<file path="config.mk">
export PLATFORM = sky130hd
export DESIGN_NAME = mhcc_fold
export DESIGN_NICKNAME = d
export VERILOG_FILES = /design/src/rtl/assert_macros.svh /design/src/rtl/mhcc_pkg.sv /design/src/rtl/mhcc_fold.sv
export SDC_FILE = /design/constraint.sdc
export NUM_CORES = 2
export LEC_CHECK = 0
export BUFFER_PORTS_ARGS = -buffer_cell sky130_fd_sc_hd__buf_2
export CAP_MARGIN = 5
export CORE_MARGIN = 3
export CORE_UTILIZATION = 50
export DETAILED_ROUTE_END_ITERATION = 10
export GPL_TIMING_DRIVEN = 0
export PLACE_DENSITY = 0.77
export SYNTH_ARGS = -nofsm -noshare
export SYNTH_HDL_FRONTEND = slang
export SYNTH_SLANG_ARGS = --single-unit
</file>
<file path="constraint.sdc">
create_clock -name vclk -period 37.1
set_clock_uncertainty 0.2 [all_clocks]
set_input_delay 7.42 -clock vclk [all_inputs]
set_output_delay 7.42 -clock vclk [all_outputs]
set_load 0.05 [all_outputs]
</file>
<file path="src/rtl/assert_macros.svh">
// Assertion macros shared by the RTL of the magic hash collision checker.
// No dependencies; include by bare file name in any module that asserts.
`ifndef ASSERT_MACROS_SVH
`define ASSERT_MACROS_SVH

`ifndef SYNTHESIS
// Check prop on every rising edge while reset is released.
`define ASSERT_RST(lbl, clk, rst_n, prop, msg) \
    lbl: assert property (@(posedge clk) disable iff (!rst_n) (prop)) else $error(msg);
// Check prop on every rising edge, reset included.
`define ASSERT_ANY(lbl, clk, prop, msg) \
    lbl: assert property (@(posedge clk) (prop)) else $error(msg);
`else
`define ASSERT_RST(lbl, clk, rst_n, prop, msg)
`define ASSERT_ANY(lbl, clk, prop, msg)
`endif

`endif

</file>
<file path="src/rtl/mhcc_pkg.sv">
// Shared types, constants and helpers for the magic hash collision checker.
// No dependencies; imported by every module of the block.
package mhcc_pkg;

    localparam int TABLE_ENTRIES = 4096;
    localparam int SLOT_W        = (TABLE_ENTRIES > 1) ? $clog2(TABLE_ENTRIES) : 1;
    localparam int IDX_W         = 12;
    localparam int STAMP_W       = 16;
    localparam int CFG_W         = 4;
    localparam int WORD_W        = 64;
    localparam int HALF_W        = 32;

    localparam logic [CFG_W-1:0]   MAX_INDEX_BITS   = 4'd12;
    localparam logic [CFG_W-1:0]   INDEX_BITS_RESET = 4'd12;
    localparam logic [STAMP_W-1:0] GEN_RESET        = 16'd1;

    typedef struct packed {
        logic [WORD_W-1:0] magic;
        logic [WORD_W-1:0] occupancy;
        logic              first;
        logic              last;
    } t_in_item;

    typedef struct packed {
        logic [IDX_W-1:0] hash_index;
        logic             collided;
        logic             set_done;
        logic             magic_good;
    } t_out_item;

    // Hashed occupancy travelling down the pipe
    typedef struct packed {
        logic [IDX_W-1:0] hash_index;
        logic             first;
        logic             last;
    } t_probe;

    // Stamp table write request
    typedef struct packed {
        logic               valid;
        logic [SLOT_W-1:0]  slot;
        logic [STAMP_W-1:0] data;
    } t_stamp_wr;

    // Table entry for an index: index modulo the table depth
    function automatic logic [SLOT_W-1:0] slot_of(input logic [IDX_W-1:0] idx);
        logic [IDX_W:0] wide;
        wide = {1'b0, idx} % (IDX_W+1)'(TABLE_ENTRIES);
        return wide[SLOT_W-1:0];
    endfunction

endpackage

</file>
<file path="src/rtl/mhcc_fold.sv">
// Multiply-fold hash of one occupancy word down to a table index.
// Depends on mhcc_pkg; purely combinational, two 32x32 multipliers.
module mhcc_fold import mhcc_pkg::*; (
    input  logic [WORD_W-1:0] i_magic,
    input  logic [WORD_W-1:0] i_occupancy,
    input  logic [CFG_W-1:0]  i_index_bits,
    output logic [IDX_W-1:0]  o_hash_index
);

    logic [HALF_W-1:0] prod_lo;
    logic [HALF_W-1:0] prod_hi;
    logic [HALF_W-1:0] folded;
    logic [CFG_W-1:0]  bits_sat;
    logic [CFG_W-1:0]  shift;

    // low 32 bits of each product only
    assign prod_lo = i_occupancy[HALF_W-1:0] * i_magic[HALF_W-1:0];
    assign prod_hi = i_occupancy[WORD_W-1:HALF_W] * i_magic[WORD_W-1:HALF_W];
    assign folded  = prod_lo ^ prod_hi;

    // saturate at the table index width
    assign bits_sat = (i_index_bits > MAX_INDEX_BITS) ? MAX_INDEX_BITS : i_index_bits;
    assign shift    = MAX_INDEX_BITS - bits_sat;

    always_comb begin
        if (bits_sat == '0) begin
            o_hash_index = '0;
        end else begin
            o_hash_index = folded[HALF_W-1 -: IDX_W] >> shift;
        end
    end

endmodule

</file>
### Word level (Yosys, flattened, before mapping)

Index checks and enable logic that the tools add are counted.

| storage, ports and cells | value |
|---|---|
| flip-flop bits (word level) | 0 |
| bits of input ports | 132 |
| word-level logic and storage cells | 9 |

| operators by class | value |
|---|---|
| add/sub/neg operators | 1 |
| $mul | 2 |
| $lt $le $gt $ge | 1 |
| shifts and indexed selects | 1 |
| multiplexer cells | 2 |
| bitwise operators | 1 |
| reductions and logical operators | 1 |

Operator list:

| cell | count |
|---|---|
| 32-bit by 32-bit multiplier with 32-bit output | 2 |
| 32-bit XOR | 1 |
| 12-bit 2-to-1 mux | 1 |
| 12-bit by 4-bit right shift with 12-bit output | 1 |
| 4-bit greater-than comparator (second input constant) | 1 |
| 4-bit logical NOT | 1 |
| 4-bit 2-to-1 mux | 1 |
| 4-bit subtractor (first input constant) | 1 |

### Longest topological paths before layout

| depth | value |
|---|---|
| word-level depth | 5 |
| depth in mapped cells | 29 |
| mapped depth without buffers | 27 |

### Least setup slack after synthesis

Ideal clock, no wire load.

| timing | value |
|---|---|
| path kind | input to output |
| from | input i_magic[35] |
| to | output o_hash_index[0] |
| data arrival time | 15008 ps |
| data required time | 29480 ps |
| path slack | 14472 ps |
| stages on the path | 26 |
| buffers on the path | 2 |
| path through | clkbuf_1 clkbuf_1 and2_1 fa_1 inv_1 fa_1 fa_1 fa_1 inv_1 fa_1 inv_1 fa_1 inv_1 fa_1 fa_1 ha_1 nand2_1 or3_4 a211oi_2 a21oi_1 o41a_1 a21oi_2 xnor3_1 mux2i_1 mux2i_1 o22ai_1 |

| on the way | value |
|---|---|
| cells in the longest elaborated chain, start to end | 4 |

RTL lines:

| item | RTL line | source |
|---|---|---|
| start: declaration | mhcc_fold.sv:4 | `input logic [WORD_W-1:0] i_magic,` |
| 32-bit by 32-bit multiplier with 32-bit output | mhcc_fold.sv:18 | `assign prod_hi = i_occupancy[WORD_W-1:HALF_W] * i_magic[WORD_W-1:HALF_W];` |
| 32-bit XOR | mhcc_fold.sv:19 | `assign folded = prod_lo ^ prod_hi;` |
| 12-bit by 4-bit right shift with 12-bit output | mhcc_fold.sv:29 | `o_hash_index = folded[HALF_W-1 -: IDX_W] >> shift;` |
| 12-bit 2-to-1 mux | mhcc_fold.sv:26 | `if (bits_sat == '0) begin` |
| end: declaration | mhcc_fold.sv:7 | `output logic [IDX_W-1:0] o_hash_index` |

No other way between the ends.

### Worst setup path in the final report

| timing | value |
|---|---|
| from | input i_magic[36] |
| to | output o_hash_index[7] |

The elaborated chain is that of the path after synthesis.

==> impl_metrics.yaml <==
worst_setup_path:
  startpoint_type: "primary input"
  crit_path_end_kind: "output port"
  path_class: "in -> out"
  crit_arrival_ns: 16.63
  required_ns: 29.48
  cp_max_fo: 10
  startpoint: "i_magic[36]"
timing:
  fmax_mhz: 41.23
  setup_tns_ns: 0
  drv_slew: 0
  setup_violations: 0
  fin_ws_ns: 12.85
  slew_headroom: 0.1739
  tightest_slew_ns: 1.239
  rsz0062_at_grt: "false"
  finalCriticalPeriod_ns: 24.25
  fin_crit_sh: 0.6537
  hold_viol: 0
synth:
  avgSynthCellArea_sq_um: 9.115
  syn_area_sq_um: 31160
  synthTopCellsByCount: "814 x fa_1, 757 x inv_1, 615 x and2_1, 470 x nand2_1, 241 x ha_1"
  synthTopCellsByArea: "fa_1 52%, and2_1 12%, ha_1 9.7%"
  netlist.area_leader.share: 0.5230
  yosysMostFrequentCell: "fa_1"
  syn_inst: 3418
  yosysWarnings: 0
  syn-num-nets: 4605
  yosysTopAreaCell: "fa_1"
  ys_types: 56
  synth_seq_area_share: 0
grt:
  grt_max_degree: 11
  grt_pass1_wl_um: 153000
  grt-busiest-layer: "met2"
  grt-ovfl-total: 0
  track_usage: 0.3086
  use_met1: 0.4141
  antenna_found_initial: 14
  grt_use_met3: 0.09380
  use_met2: 0.4619
  grt_pass1_vias: 25990
cells_and_area:
  nClkBuffers: 0
  nNetsFinal: 4737
  drive_gt1_frac: 0.04397
  seq_cell_count: 0
  area_growth_pct: 5.478
  num-fill-cells: 5598
  multi_input_area_sq_um: 27640
  register_area_sq_um: 0
floorplan:
  io_pins: 144
  die_area_sq_um: 65340
  start_util: 0.5105
  rows: 90
  die_width_um: 255.6
  core_sq_um: 61030
  die_h_um: 255.6
run:
  drv_cap: 0
routing:
  drc: 0
  drtAntennaViolNets: 0
  wl_per_cell_um: 22.69
  postRouteWirelength_um: 99480
  drt_iter0_markers: 2261
  drt_first_pass_iters: 5
  via_count: 24160
  vias_per_cell: 5.511
hold_path:
  hold_path.startpoint: "i_index_bits[3]"
  hold_class: "in -> out"
place:
  io_buffers: 130
  pre_cts_ws_ns: 13.01
  place.gp.congestion: 1.021
  hpwlAfterDp_um: 84550
clock_tree:
  cts_setup_buffers: 0
  ctsResizeCount: 0
  holdBufCountCts: 0
status:
  run_status: "completed"
==> logic make-up (layout without fill, tap and decap cells) <==
logic type                 after synthesis  after routing  synth area share
muxes                                   11             11          0.004016
xor gates and xnor gates               154            154           0.04594
AOI/OAI and AO/OA                      127            127           0.02859
buffers and inverters                  933           1063            0.1128
and+or+nand+nor                       1138           1138            0.1888
adders and majority gates             1055           1055            0.6198
other                                    0              8                 0
==> worst paths after layout <==
kind                               to  depth (start not counted)
worst max-delay path  o_hash_index[7]                         28
worst min-delay path  o_hash_index[2]                          4
==> per-layer routing <==
metal / wire length (um) / share of wire
met1: 37670 / 0.38
met2: 42320 / 0.43
met3: 13270 / 0.13
met4: 6138 / 0.062
met5: 83 / 0.00083
==> final cells by class <==
class                           instances  area share
Multi-Input combinational cell       2485      0.8411
Inverter                              758     0.08658
Tap cell                              828     0.03152
Buffer                                175     0.02037
Timing Repair Buffer                  130     0.01980
Antenna cell                            8   0.0006092
==> stage by stage <==
| step | hold slack, ns | util | instances | cell area [sq um] |
|---|---|---|---|---|
| 6_report | 15.18 | 0.5384 | 4384 | 32860 |
| 3_3_place_gp | 15.18 | 0.5381 | 4376 | 32840 |
| 5_1_grt | 15.20 | 0.5382 | 4378 | 32850 |
| 3_5_place_dp | 15.18 | 0.5381 | 4376 | 32840 |
| 2_1_floorplan | 15.11 | - | 3418 | 31160 |
| 4_1_cts | 15.18 | 0.5381 | 4376 | 32840 |
==> cell usage in the layout (no fill, tap or decap), types with 15 or more instances in the layout <==
| cell | instances |
|---|---|
| xor2_1 | 29 |
| buf_2 | 140 |
| xnor2_1 | 119 |
| nor2_1 | 23 |
| inv_1 | 757 |
| fa_1 | 814 |
| a21oi_1 | 34 |
| ha_1 | 241 |
| o21ai_0 | 17 |
| clkbuf_1 | 157 |
| nand2_1 | 470 |
| a21o_1 | 15 |
| and2_1 | 615 |
==> critical path, stage by stage <==
cell	delay, ns
clkbuf_1	0.67
clkbuf_1	0.60
and2_1	0.24
fa_1	0.44
inv_1	0.08
fa_1	0.43
fa_1	0.48
fa_1	0.54
inv_1	0.05
fa_1	0.49
inv_1	0.05
fa_1	0.53
inv_1	0.06
fa_1	0.50
fa_1	0.42
ha_1	0.35
nand2_1	0.08
or3_4	0.46
a211oi_2	0.39
a21oi_1	0.22
o41a_1	0.45
a21oi_2	0.19
xnor3_1	0.45
mux2i_1	0.27
mux2_2	0.24
nor2_1	0.05
a211oi_2	0.18
buf_2	0.29
Power is not shown: default switching activity piles up to over one toggle a cycle in this logic, so the estimate is an artifact.
