File: src/rtl/assert_macros.svh
// Assertion macros shared by the RTL of the magic hash collision checker.
// No dependencies; include by bare file name in any module that asserts.
`ifndef ASSERT_MACROS_SVH
`define ASSERT_MACROS_SVH

`ifndef SYNTHESIS
// Check prop on every rising edge while reset is released.
`define ASSERT_RST(lbl, clk, rst_n, prop, msg) \
    lbl: assert property (@(posedge clk) disable iff (!rst_n) (prop)) else $error(msg);
// Check prop on every rising edge, reset included.
`define ASSERT_ANY(lbl, clk, prop, msg) \
    lbl: assert property (@(posedge clk) (prop)) else $error(msg);
`else
`define ASSERT_RST(lbl, clk, rst_n, prop, msg)
`define ASSERT_ANY(lbl, clk, prop, msg)
`endif

`endif

File: src/rtl/mhcc_pkg.sv
// Shared types, constants and helpers for the magic hash collision checker.
// No dependencies; imported by every module of the block.
package mhcc_pkg;

    localparam int TABLE_ENTRIES = 4096;
    localparam int SLOT_W        = (TABLE_ENTRIES > 1) ? $clog2(TABLE_ENTRIES) : 1;
    localparam int IDX_W         = 12;
    localparam int STAMP_W       = 16;
    localparam int CFG_W         = 4;
    localparam int WORD_W        = 64;
    localparam int HALF_W        = 32;

    localparam logic [CFG_W-1:0]   MAX_INDEX_BITS   = 4'd12;
    localparam logic [CFG_W-1:0]   INDEX_BITS_RESET = 4'd12;
    localparam logic [STAMP_W-1:0] GEN_RESET        = 16'd1;

    typedef struct packed {
        logic [WORD_W-1:0] magic;
        logic [WORD_W-1:0] occupancy;
        logic              first;
        logic              last;
    } t_in_item;

    typedef struct packed {
        logic [IDX_W-1:0] hash_index;
        logic             collided;
        logic             set_done;
        logic             magic_good;
    } t_out_item;

    // Hashed occupancy travelling down the pipe
    typedef struct packed {
        logic [IDX_W-1:0] hash_index;
        logic             first;
        logic             last;
    } t_probe;

    // Stamp table write request
    typedef struct packed {
        logic               valid;
        logic [SLOT_W-1:0]  slot;
        logic [STAMP_W-1:0] data;
    } t_stamp_wr;

    // Table entry for an index: index modulo the table depth
    function automatic logic [SLOT_W-1:0] slot_of(input logic [IDX_W-1:0] idx);
        logic [IDX_W:0] wide;
        wide = {1'b0, idx} % (IDX_W+1)'(TABLE_ENTRIES);
        return wide[SLOT_W-1:0];
    endfunction

endpackage

File: src/rtl/mhcc_stamp_check.sv
// Collision check stage: generation count, sticky collision flag, write forwarding.
// Depends on mhcc_pkg and assert_macros.svh.
`include "assert_macros.svh"
module mhcc_stamp_check import mhcc_pkg::*; (
    input  logic               i_clk,
    input  logic               i_rst_n,
    input  logic               i_en,
    input  logic               i_valid,
    input  t_probe             i_probe,
    input  logic [STAMP_W-1:0] i_rd_data,
    output t_stamp_wr          o_wr,
    output t_out_item          o_result
);

    logic [STAMP_W-1:0] r_gen;
    logic               r_seen;
    logic               r_fwd_valid;
    logic [SLOT_W-1:0]  r_fwd_slot;
    logic [STAMP_W-1:0] r_fwd_data;

    logic [STAMP_W-1:0] gen_eff;
    logic [STAMP_W-1:0] stamp_cur;
    logic [SLOT_W-1:0]  slot;
    logic               hit;
    logic               seen_eff;
    logic               fire;

    assign fire    = i_en && i_valid;
    assign slot    = slot_of(i_probe.hash_index);
    assign gen_eff = i_probe.first ? (r_gen + STAMP_W'(1)) : r_gen;

    // the read was issued alongside the previous item's write: take that write
    assign stamp_cur = (r_fwd_valid && (r_fwd_slot == slot)) ? r_fwd_data : i_rd_data;
    assign hit       = (stamp_cur == gen_eff);
    assign seen_eff  = (i_probe.first ? 1'b0 : r_seen) | hit;

    always_comb begin
        o_wr.valid = fire && !hit;
        o_wr.slot  = slot;
        o_wr.data  = gen_eff;
    end

    always_comb begin
        o_result.hash_index = i_probe.hash_index;
        o_result.collided   = hit;
        o_result.set_done   = i_probe.last;
        o_result.magic_good = i_probe.last && !seen_eff;
    end

    always_ff @(posedge i_clk) begin
        if (!i_rst_n) begin
            r_gen       <= GEN_RESET;
            r_seen      <= 1'b0;
            r_fwd_valid <= 1'b0;
        end else if (i_en) begin
            r_fwd_valid <= o_wr.valid;
            if (i_valid) begin
                r_gen  <= gen_eff;
                r_seen <= seen_eff;
            end
        end
    end

    always_ff @(posedge i_clk) begin
        if (i_en) begin
            r_fwd_slot <= slot;
            r_fwd_data <= gen_eff;
        end
    end

    `ASSERT_RST(a_gen_only_on_first, i_clk, i_rst_n, !(fire && i_probe.first) |=> $stable(r_gen), "generation moved without a first item")
    `ASSERT_RST(a_hit_sets_seen, i_clk, i_rst_n, (fire && hit) |=> r_seen, "collision not recorded")
    `ASSERT_RST(a_miss_forwarded, i_clk, i_rst_n, (fire && !hit) |=> (r_fwd_valid && (r_fwd_slot == $past(slot))), "stamp write not held for forwarding")

endmodule
File: config.mk
export PLATFORM = sky130hd
export DESIGN_NAME = mhcc_stamp_check
export DESIGN_NICKNAME = d
export VERILOG_FILES = /design/src/rtl/mhcc_pkg.sv /design/src/rtl/mhcc_stamp_check.sv
export VERILOG_INCLUDE_DIRS = /design/src /design/src/rtl
export SDC_FILE = /design/constraint.sdc
export NUM_CORES = 1
export LEC_CHECK = 0
export BUFFER_PORTS_ARGS = -buffer_cell sky130_fd_sc_hd__buf_4
export CAP_MARGIN = 40
export CORE_ASPECT_RATIO = 1.1
export CORE_MARGIN = 2
export CORE_UTILIZATION = 48
export DETAILED_ROUTE_END_ITERATION = 10
export GPL_TIMING_DRIVEN = 0
export PLACE_DENSITY_LB_ADDON = 0.1
export SKIP_LAST_GASP = 1
export SLEW_MARGIN = 20
export SYNTH_ARGS = -nofsm -noshare
export SYNTH_HDL_FRONTEND = slang
export SYNTH_SLANG_ARGS = --single-unit
File: constraint.sdc
create_clock -name i_clk -period 2.42 [get_ports i_clk]
set_input_delay 0.121 -clock i_clk [delete_from_list [all_inputs] [get_ports i_clk]]
set_output_delay 0.121 -clock i_clk [all_outputs]
set_load 0.005 [all_outputs]
# After elaboration in Yosys (flattened, before gate mapping)
# Cells that the tools add are included.
# classes
addsub	1
eq_ne	2
mux	3
bitwise	1
reduce_logical	7
# ops
op	count
2-to-1 mux 16 bit	2
adder 16 x 1 -> 16 bit (second input constant)	1
== test 16 bit	1
== test 12 bit	1
logical AND 1 bit	4
zero test 1 bit	2
AND reduction 2 bit	1
2-to-1 mux 1 bit	1
OR 1 bit	1
# totals
ff_bits	46
output_inout_bits	44
word_cells	19

# Longest topological paths before layout
# Gate-level depths: netlist (run 1).
# depth
ltp_word	7
ltp_mapped	9
ltp_nobuf	8

# Least setup slack after synthesis (run 1)
# OpenSTA, ideal clock, no wires.
# synth_timing
path_type	register to output
from	reg r_fwd_slot[9]
to	out o_result[2] (netlist bit)
t_arrival_ps	2353
required_ps	2299
slack_ps	-54
path_stages_with_launch	10
n_path_buf	2
cell_sequence	edfxtp_1 > xnor2_1 > nand4_1 > or4_1 > clkbuf_2 > or3_1 > a32oi_1 > and4_1 > and3_1 > buf_4
# synth_between
elab_chain_cells	4
# synth_lines
element	line	text
start, declared	mhcc_stamp_check.sv:18	logic [SLOT_W-1:0] r_fwd_slot;
start signal, assigned	mhcc_stamp_check.sv:66	r_fwd_slot <= slot;
== test 12 bit	mhcc_stamp_check.sv:33	assign stamp_cur = (r_fwd_valid && (r_fwd_slot == slot)) ? r_fwd_data : i_rd_data;
logical AND 1 bit	mhcc_stamp_check.sv:33	
2-to-1 mux 16 bit	mhcc_stamp_check.sv:33	
== test 16 bit	mhcc_stamp_check.sv:34	assign hit = (stamp_cur == gen_eff);
end, declared	mhcc_stamp_check.sv:12	output t_out_item o_result
# No other way between the ends.

# Worst setup path after layout (run 1)
# layout_timing
from	reg r_fwd_slot[4]
to	out o_result[2] (netlist bit)
# Same word-level chain as after synthesis.

==> results.yml, run 1 <==
run_status:
  outcome: "complete, but fails checks"
  violations: "setup timing"
placed_design:
  place_area_um2: 3590
  post-place-ws_ns: -0.642
  hpwl_um: 5050
  routabilityCongestion: 0.815
  numPortBuffers: 76
floorplanning:
  die_h_um: 85.8
  dieArea_um2: 6720
  rows: 29
  core_region_area_um2: 5810
  initial_core_util_pct: 50.3
  io_pins: 78
  die_w_um: 78.4
sta:
  fmax_mhz: 336
  worst_pin_slew_ns: 0.561
  final_hold_viol_count: 0
  slew_headroom_pct: 62.3
  fin_crit_ns: 2.98
  slew_viol_final: 0
  finalSetupViolations: 5
  finalCritPeriodShare_pct: 123
  layout_setup_ws_ns: -0.557
  finClkSkew_ns: 0.00676
  rsz0062_at_grt: "yes"
  fin_setup_tns_ns: -2.08
pwr:
  power_density_nw_per_um2: 411
  finalPower_w: 0.00164
  ir_worst_vdd_mv: 0.390
  power_leakage_nw: 1.68
cts:
  numClockSinks: 46
  cts_tree: "done"
  ctsHoldBuffers: 0
  clkTransAtPathRegs_ns: 0.08
  clockBufferDepth: 2
  worst_skew_pair.late_latency_ns: 0.29
  htree_levels: 2
  cts_root_buf: "clkbuf_8"
  cts_buffers: 5
routing:
  drc_errors: 0
  wire_per_inst_um: 14.7
  drt-initial-drc-count: 102
  dr_total_vias: 2444
  via_per_inst: 5.19
  wl_um: 6920
  antenna_left: 0
  first_pass_iters: 4
logic_synthesis:
  synth_top_area_share_pct: 28.8
  async_reset_ff_share_pct: 0
  ys.flop_type: "edfxtp_1"
  synth_cell_types: 50
  synthTopCellsByArea: "edfxtp_1, dfxtp_1, xnor2_1, buf_4, xor2_1"
  netlist_area_um2: 2920
  syn_inst: 294
  synth_seq_cells: 46
  yosysTopAreaCell: "edfxtp_1"
  synth_edf_count: 28
  yosysWarningCount: 0
  syn-num-nets: 329
  syn_area_per_cell_um2: 9.93
  seq_area_frac_synth_pct: 41.1
layout:
  stdcell_area_um2: 3980
  antenna_cells: 0
  final_common_cell: "buf_4"
  fill_cells: 482
  drive_gt1_share_pct: 43.4
  final_cell_mix: "buf_4, xnor2_1, edfxtp_1"
  area_growth_pct: 36.3
  final_nets: 428
worst_setup_path:
  cp_cell_sequence: "xnor2_2 > nand4_1 > buf_4 > buf_4 > nor4_4 > buf_4 > mux2_4 > a32oi_2 > and4_4 > and3_4 > buf_6"
  cp_top_family: "simple AND/OR/NAND/NOR gates"
  crit_top_cell: "buf_4"
  worstPathArrival_ns: 2.86
  critPathLaunchType: "register"
  cp_max_fo: 4
  cp_slowest_stage_delay_ns: 0.42
  worst-path-buf-inv: 4
  crit_type: "register to output pin"
  crit_path_end_kind: "output pin"
  crit_slowest_cell: "edfxtp_1"
  crit_required_ns: 2.30
global_routing:
  use_met1_pct: 26.3
  grt_pass1_wl_um: 10700
  use_met3_pct: 3.58
  grt_use_total_pct: 20.5
  met2_usage_pct: 35.4
  grt_pass1_vias: 2293
  grt_antenna_before_repair: 0
  grt.busiest_layer: "met2"
  grt_start_max_net_pins: 33
  grt.overflow.total: 0
min_path:
  hold_class: "primary input to register"
job:
  drv_cap: 0
cells in the mapped netlist, types with 4 or more instances:
cell and n:
and2_1 11, xor2_1 16, nand3_1 10, inv_1 10, buf_2 4, nand4_1 12, a21boi_0 4, o21ai_0 9
nand2_1 24, clkbuf_1 5, xnor2_1 37, mux2_2 4, nor3_1 8, edfxtp_1 28, buf_4 26, dfxtp_1 18
nor2_1 8, mux2i_1 8, or3_1 6
logic make-up (layout without fill, tap and decap cells):
kind of cell,count (synthesis),in the layout,synth area share [%]
AND/OR/NAND/NOR,102,102,19.7
multiplexers,12,12,4.29
flip-flops,46,46,41.1
AO/OA/AOI/OAI,33,33,8.23
adder cells (fa/ha/maj),1,1,0.429
XOR/XNOR,54,54,16.7
buffers and inverters,46,146,9.47
worst reg2reg max path, delay by kind of cell (launching register included):
kind | cells | cell delay (ns)
flops | 1 | 0.42
xor+xnor | 1 | 0.18
simple gates | 3 | 0.68
mux | 1 | 0.29
compound gates | 2 | 0.31
buf+inv | 4 | 0.62
routing by layer:
layer  wire [µm]  share of wire (%)
met1        3070                 44
met2        3550                 51
met3         252                3.6
met4          54               0.78
met5           0                  0
worst paths after layout:
path	startpoint	end	slack [ns]	cells past startpoint
worst min register to register	r_gen[1]$_SDFFE_PN0P_	r_gen[1]$_SDFFE_PN0P_	0.55	1
worst max-delay path	r_fwd_slot[4]$_DFFE_PP_	o_result[2]	-0.56	11
worst min-delay path	i_probe[9]	r_fwd_slot[7]$_DFFE_PP_	0.03	1
worst max register to register	r_fwd_slot[4]$_DFFE_PP_	r_fwd_valid$_SDFFE_PN0P_	-0.23	11
area by class of cell:
cell class	instances	area (µm²)	share of cell area [%]
multi-input combinational	202	1620	40.6
sequential	46	1200	30.3
tap	77	96.3	2.42
clock inverter	2	8.76	0.220
timing repair buffer	95	717	18.0
inverter	10	37.5	0.944
clock buffer	6	72.6	1.82
buffer	33	225	5.66
per-stage QoR:
step / hold slack [ns] / util (%) / instances
after global routing: 0.0248 / 68.5 / 471
after detailed placement: 0.336 / 61.9 / 447
after floorplan: 0.220 / - / 294
after global placement: 0.334 / 61.9 / 447
final: 0.0334 / 68.5 / 471
after CTS: 0.0239 / 66.7 / 466
state kept, by name, indices dropped and copies added, names as in the netlist:
signal,flops
r_fwd_data,16
r_gen,16
r_fwd_slot,12
r_fwd_valid,1
r_seen,1
report_power, final:
group	internal (W)	switching (W)	total, W
Sequential	0.000867	0.0000198	0.000886
Clock	0.000199	0.000250	0.000449
Combinational	0.000171	0.000130	0.000301
Total	0.00124	0.000400	0.00164
timing repair:
action | CTS | global route
cloned | 0 | 0
setup buffers | 13 | 6
endpoints found under the setup margin | 7 | 5
pin swaps | 15 | 6
gates resized for setup | 19 | 17
Note: power is estimated with default switching activity, not from simulation.
==> inputs of run 2 (changes only) <==
CORE_UTILIZATION = 40   (was 48)
PLACE_DENSITY = 0.69   (was unset)
PLACE_DENSITY_LB_ADDON = unset   (was 0.1)
==> results.yml, run 2 (synthesis gave the netlist of run 1 again) <==
routing:
  antenna_left: 0
  drt-initial-drc-count: 133
  dr_total_vias: 2503
  wl_um: 7500
  first_pass_iters: 4
  wire_per_inst_um: 15.4
  via_per_inst: 5.15
  drc_errors: 0
floorplanning:
  io_pins: 78
  dieArea_um2: 8000
  die_h_um: 93.6
  core_region_area_um2: 7050
  initial_core_util_pct: 41.4
  die_w_um: 85.5
  rows: 32
cts:
  cts_root_buf: "clkbuf_8"
  clockBufferDepth: 2
  worst_skew_pair.late_latency_ns: 0.30
  cts_tree: "done"
  clkTransAtPathRegs_ns: 0.10
  htree_levels: 2
  numClockSinks: 46
  ctsHoldBuffers: 0
  cts_buffers: 5
sta:
  final_hold_viol_count: 0
  rsz0062_at_grt: "yes"
  layout_setup_ws_ns: -0.508
  slew_viol_final: 0
  finalCritPeriodShare_pct: 121
  fmax_mhz: 342
  finalSetupViolations: 5
  finClkSkew_ns: 0.0107
  slew_headroom_pct: 63.5
  fin_crit_ns: 2.93
  worst_pin_slew_ns: 0.533
global_routing:
  grt_antenna_before_repair: 0
  grt_pass1_wl_um: 11500
  grt_start_max_net_pins: 33
  grt_pass1_vias: 2387
  grt.overflow.total: 0
  grt_use_total_pct: 18.3
worst_setup_path:
  critPathLaunchType: "register"
  crit_required_ns: 2.30
  crit_type: "register to output pin"
  crit_path_end_kind: "output pin"
  cp_max_fo: 4
  worstPathArrival_ns: 2.81
layout:
  area_growth_pct: 43.2
  reg.largest.list: "r_fwd_data (16), r_gen (16), r_fwd_slot (12)"
  final_cell_mix: "buf_4, edfxtp_1, xnor2_1, nand2_1, xor2_1"
  antenna_cells: 0
  regArea_um2: 1210
  fill_cells: 603
  multi_input_area_um2: 1670
  final_util_pct: 59.3
  fin_cells: 486
  final_common_cell: "buf_4"
  final_nets: 435
  drive_gt1_share_pct: 46.4
min_path:
  hold_class: "primary input to register"
run_status:
  violations: "setup timing"
  outcome: "complete, but fails checks"
pwr:
  power_density_nw_per_um2: 461
  power_leakage_nw: 1.80
  finalPower_w: 0.00193
  ir_worst_vdd_mv: 0.340
placed_design:
  routabilityCongestion: 0.828
  hpwl_um: 5170
  placed_cells: 455
  numPortBuffers: 76
job:
  drv_cap: 0
==> run 2: cell count changes in the layout (fill, tap and decap cells not counted), sizes merged <==
| cell | change |
|---|---|
| buf | +7 |
| bufinv | +2 |
| clkinv | -2 |
==> run 2: per-layer routing <==
layer,GRT usage [%],wire length (µm),up-vias
li1,-,-,1230
met1,22.9,3220,1175
met2,31.0,3740,89
met3,3.71,431,9
met4,7.14,103,0
met5,0,0,-
==> run 2: final timing paths <==
check                                             start                       to  slack [ns]  depth (start not counted)
worst min register to register   r_gen[10]$_SDFFE_PN0P_   r_gen[10]$_SDFFE_PN0P_        0.56                          2
worst max-delay path            r_fwd_slot[4]$_DFFE_PP_              o_result[2]       -0.51                          9
worst min-delay path                         i_probe[3]  r_fwd_slot[1]$_DFFE_PP_        0.03                          1
worst max register to register  r_fwd_slot[4]$_DFFE_PP_      r_seen$_SDFFE_PN0P_       -0.37                         13
==> run 2: timing repair <==
action	CTS	global route
endpoints found under the setup margin	7	8
setup buffers	17	9
pin swaps	12	17
resized for setup	24	28
==> run 2: final cells by class <==
type,count,share of cell area (%)
Multi-Input combinational cell,202,39.9
Tap cell,85,2.54
Timing Repair Buffer,102,18.8
Buffer,33,5.57
Sequential cell,46,28.9
Clock inverter,2,1.44
Clock buffer,6,1.98
Inverter,10,0.898
==> run 2: critical path, stage by stage (launching register included) <==
cell and delay [ns]:
edfxtp_1 0.42, xnor2_2 0.22, nand4_1 0.15, buf_4 0.17
or4_4 0.44, or3_1 0.36, a32oi_1 0.20, and4_4 0.27
and3_4 0.18, buf_6 0.09
==> run 2: through the flow <==
| step | hold WS, ns | setup TNS [ns] | setup slack, ns | instance area [µm²] |
|---|---|---|---|---|
| after CTS | 0.0153 | -2.46 | -0.591 | 3990 |
| final | 0.0256 | -2.14 | -0.508 | 4180 |
| after detailed placement | 0.335 | -2.11 | -0.536 | 3600 |
| after floorplan | 0.220 | -0.0220 | -0.0220 | 2930 |
| after global routing | 0.0174 | -2.73 | -0.614 | 4180 |
| after global placement | 0.334 | -2.07 | -0.551 | 3600 |
==> run 2: power by group <==
part / switching [W] / internal, W
clock network: 0.000279 / 0.000441
logic: 0.000135 / 0.000181
registers: 0.0000230 / 0.000867
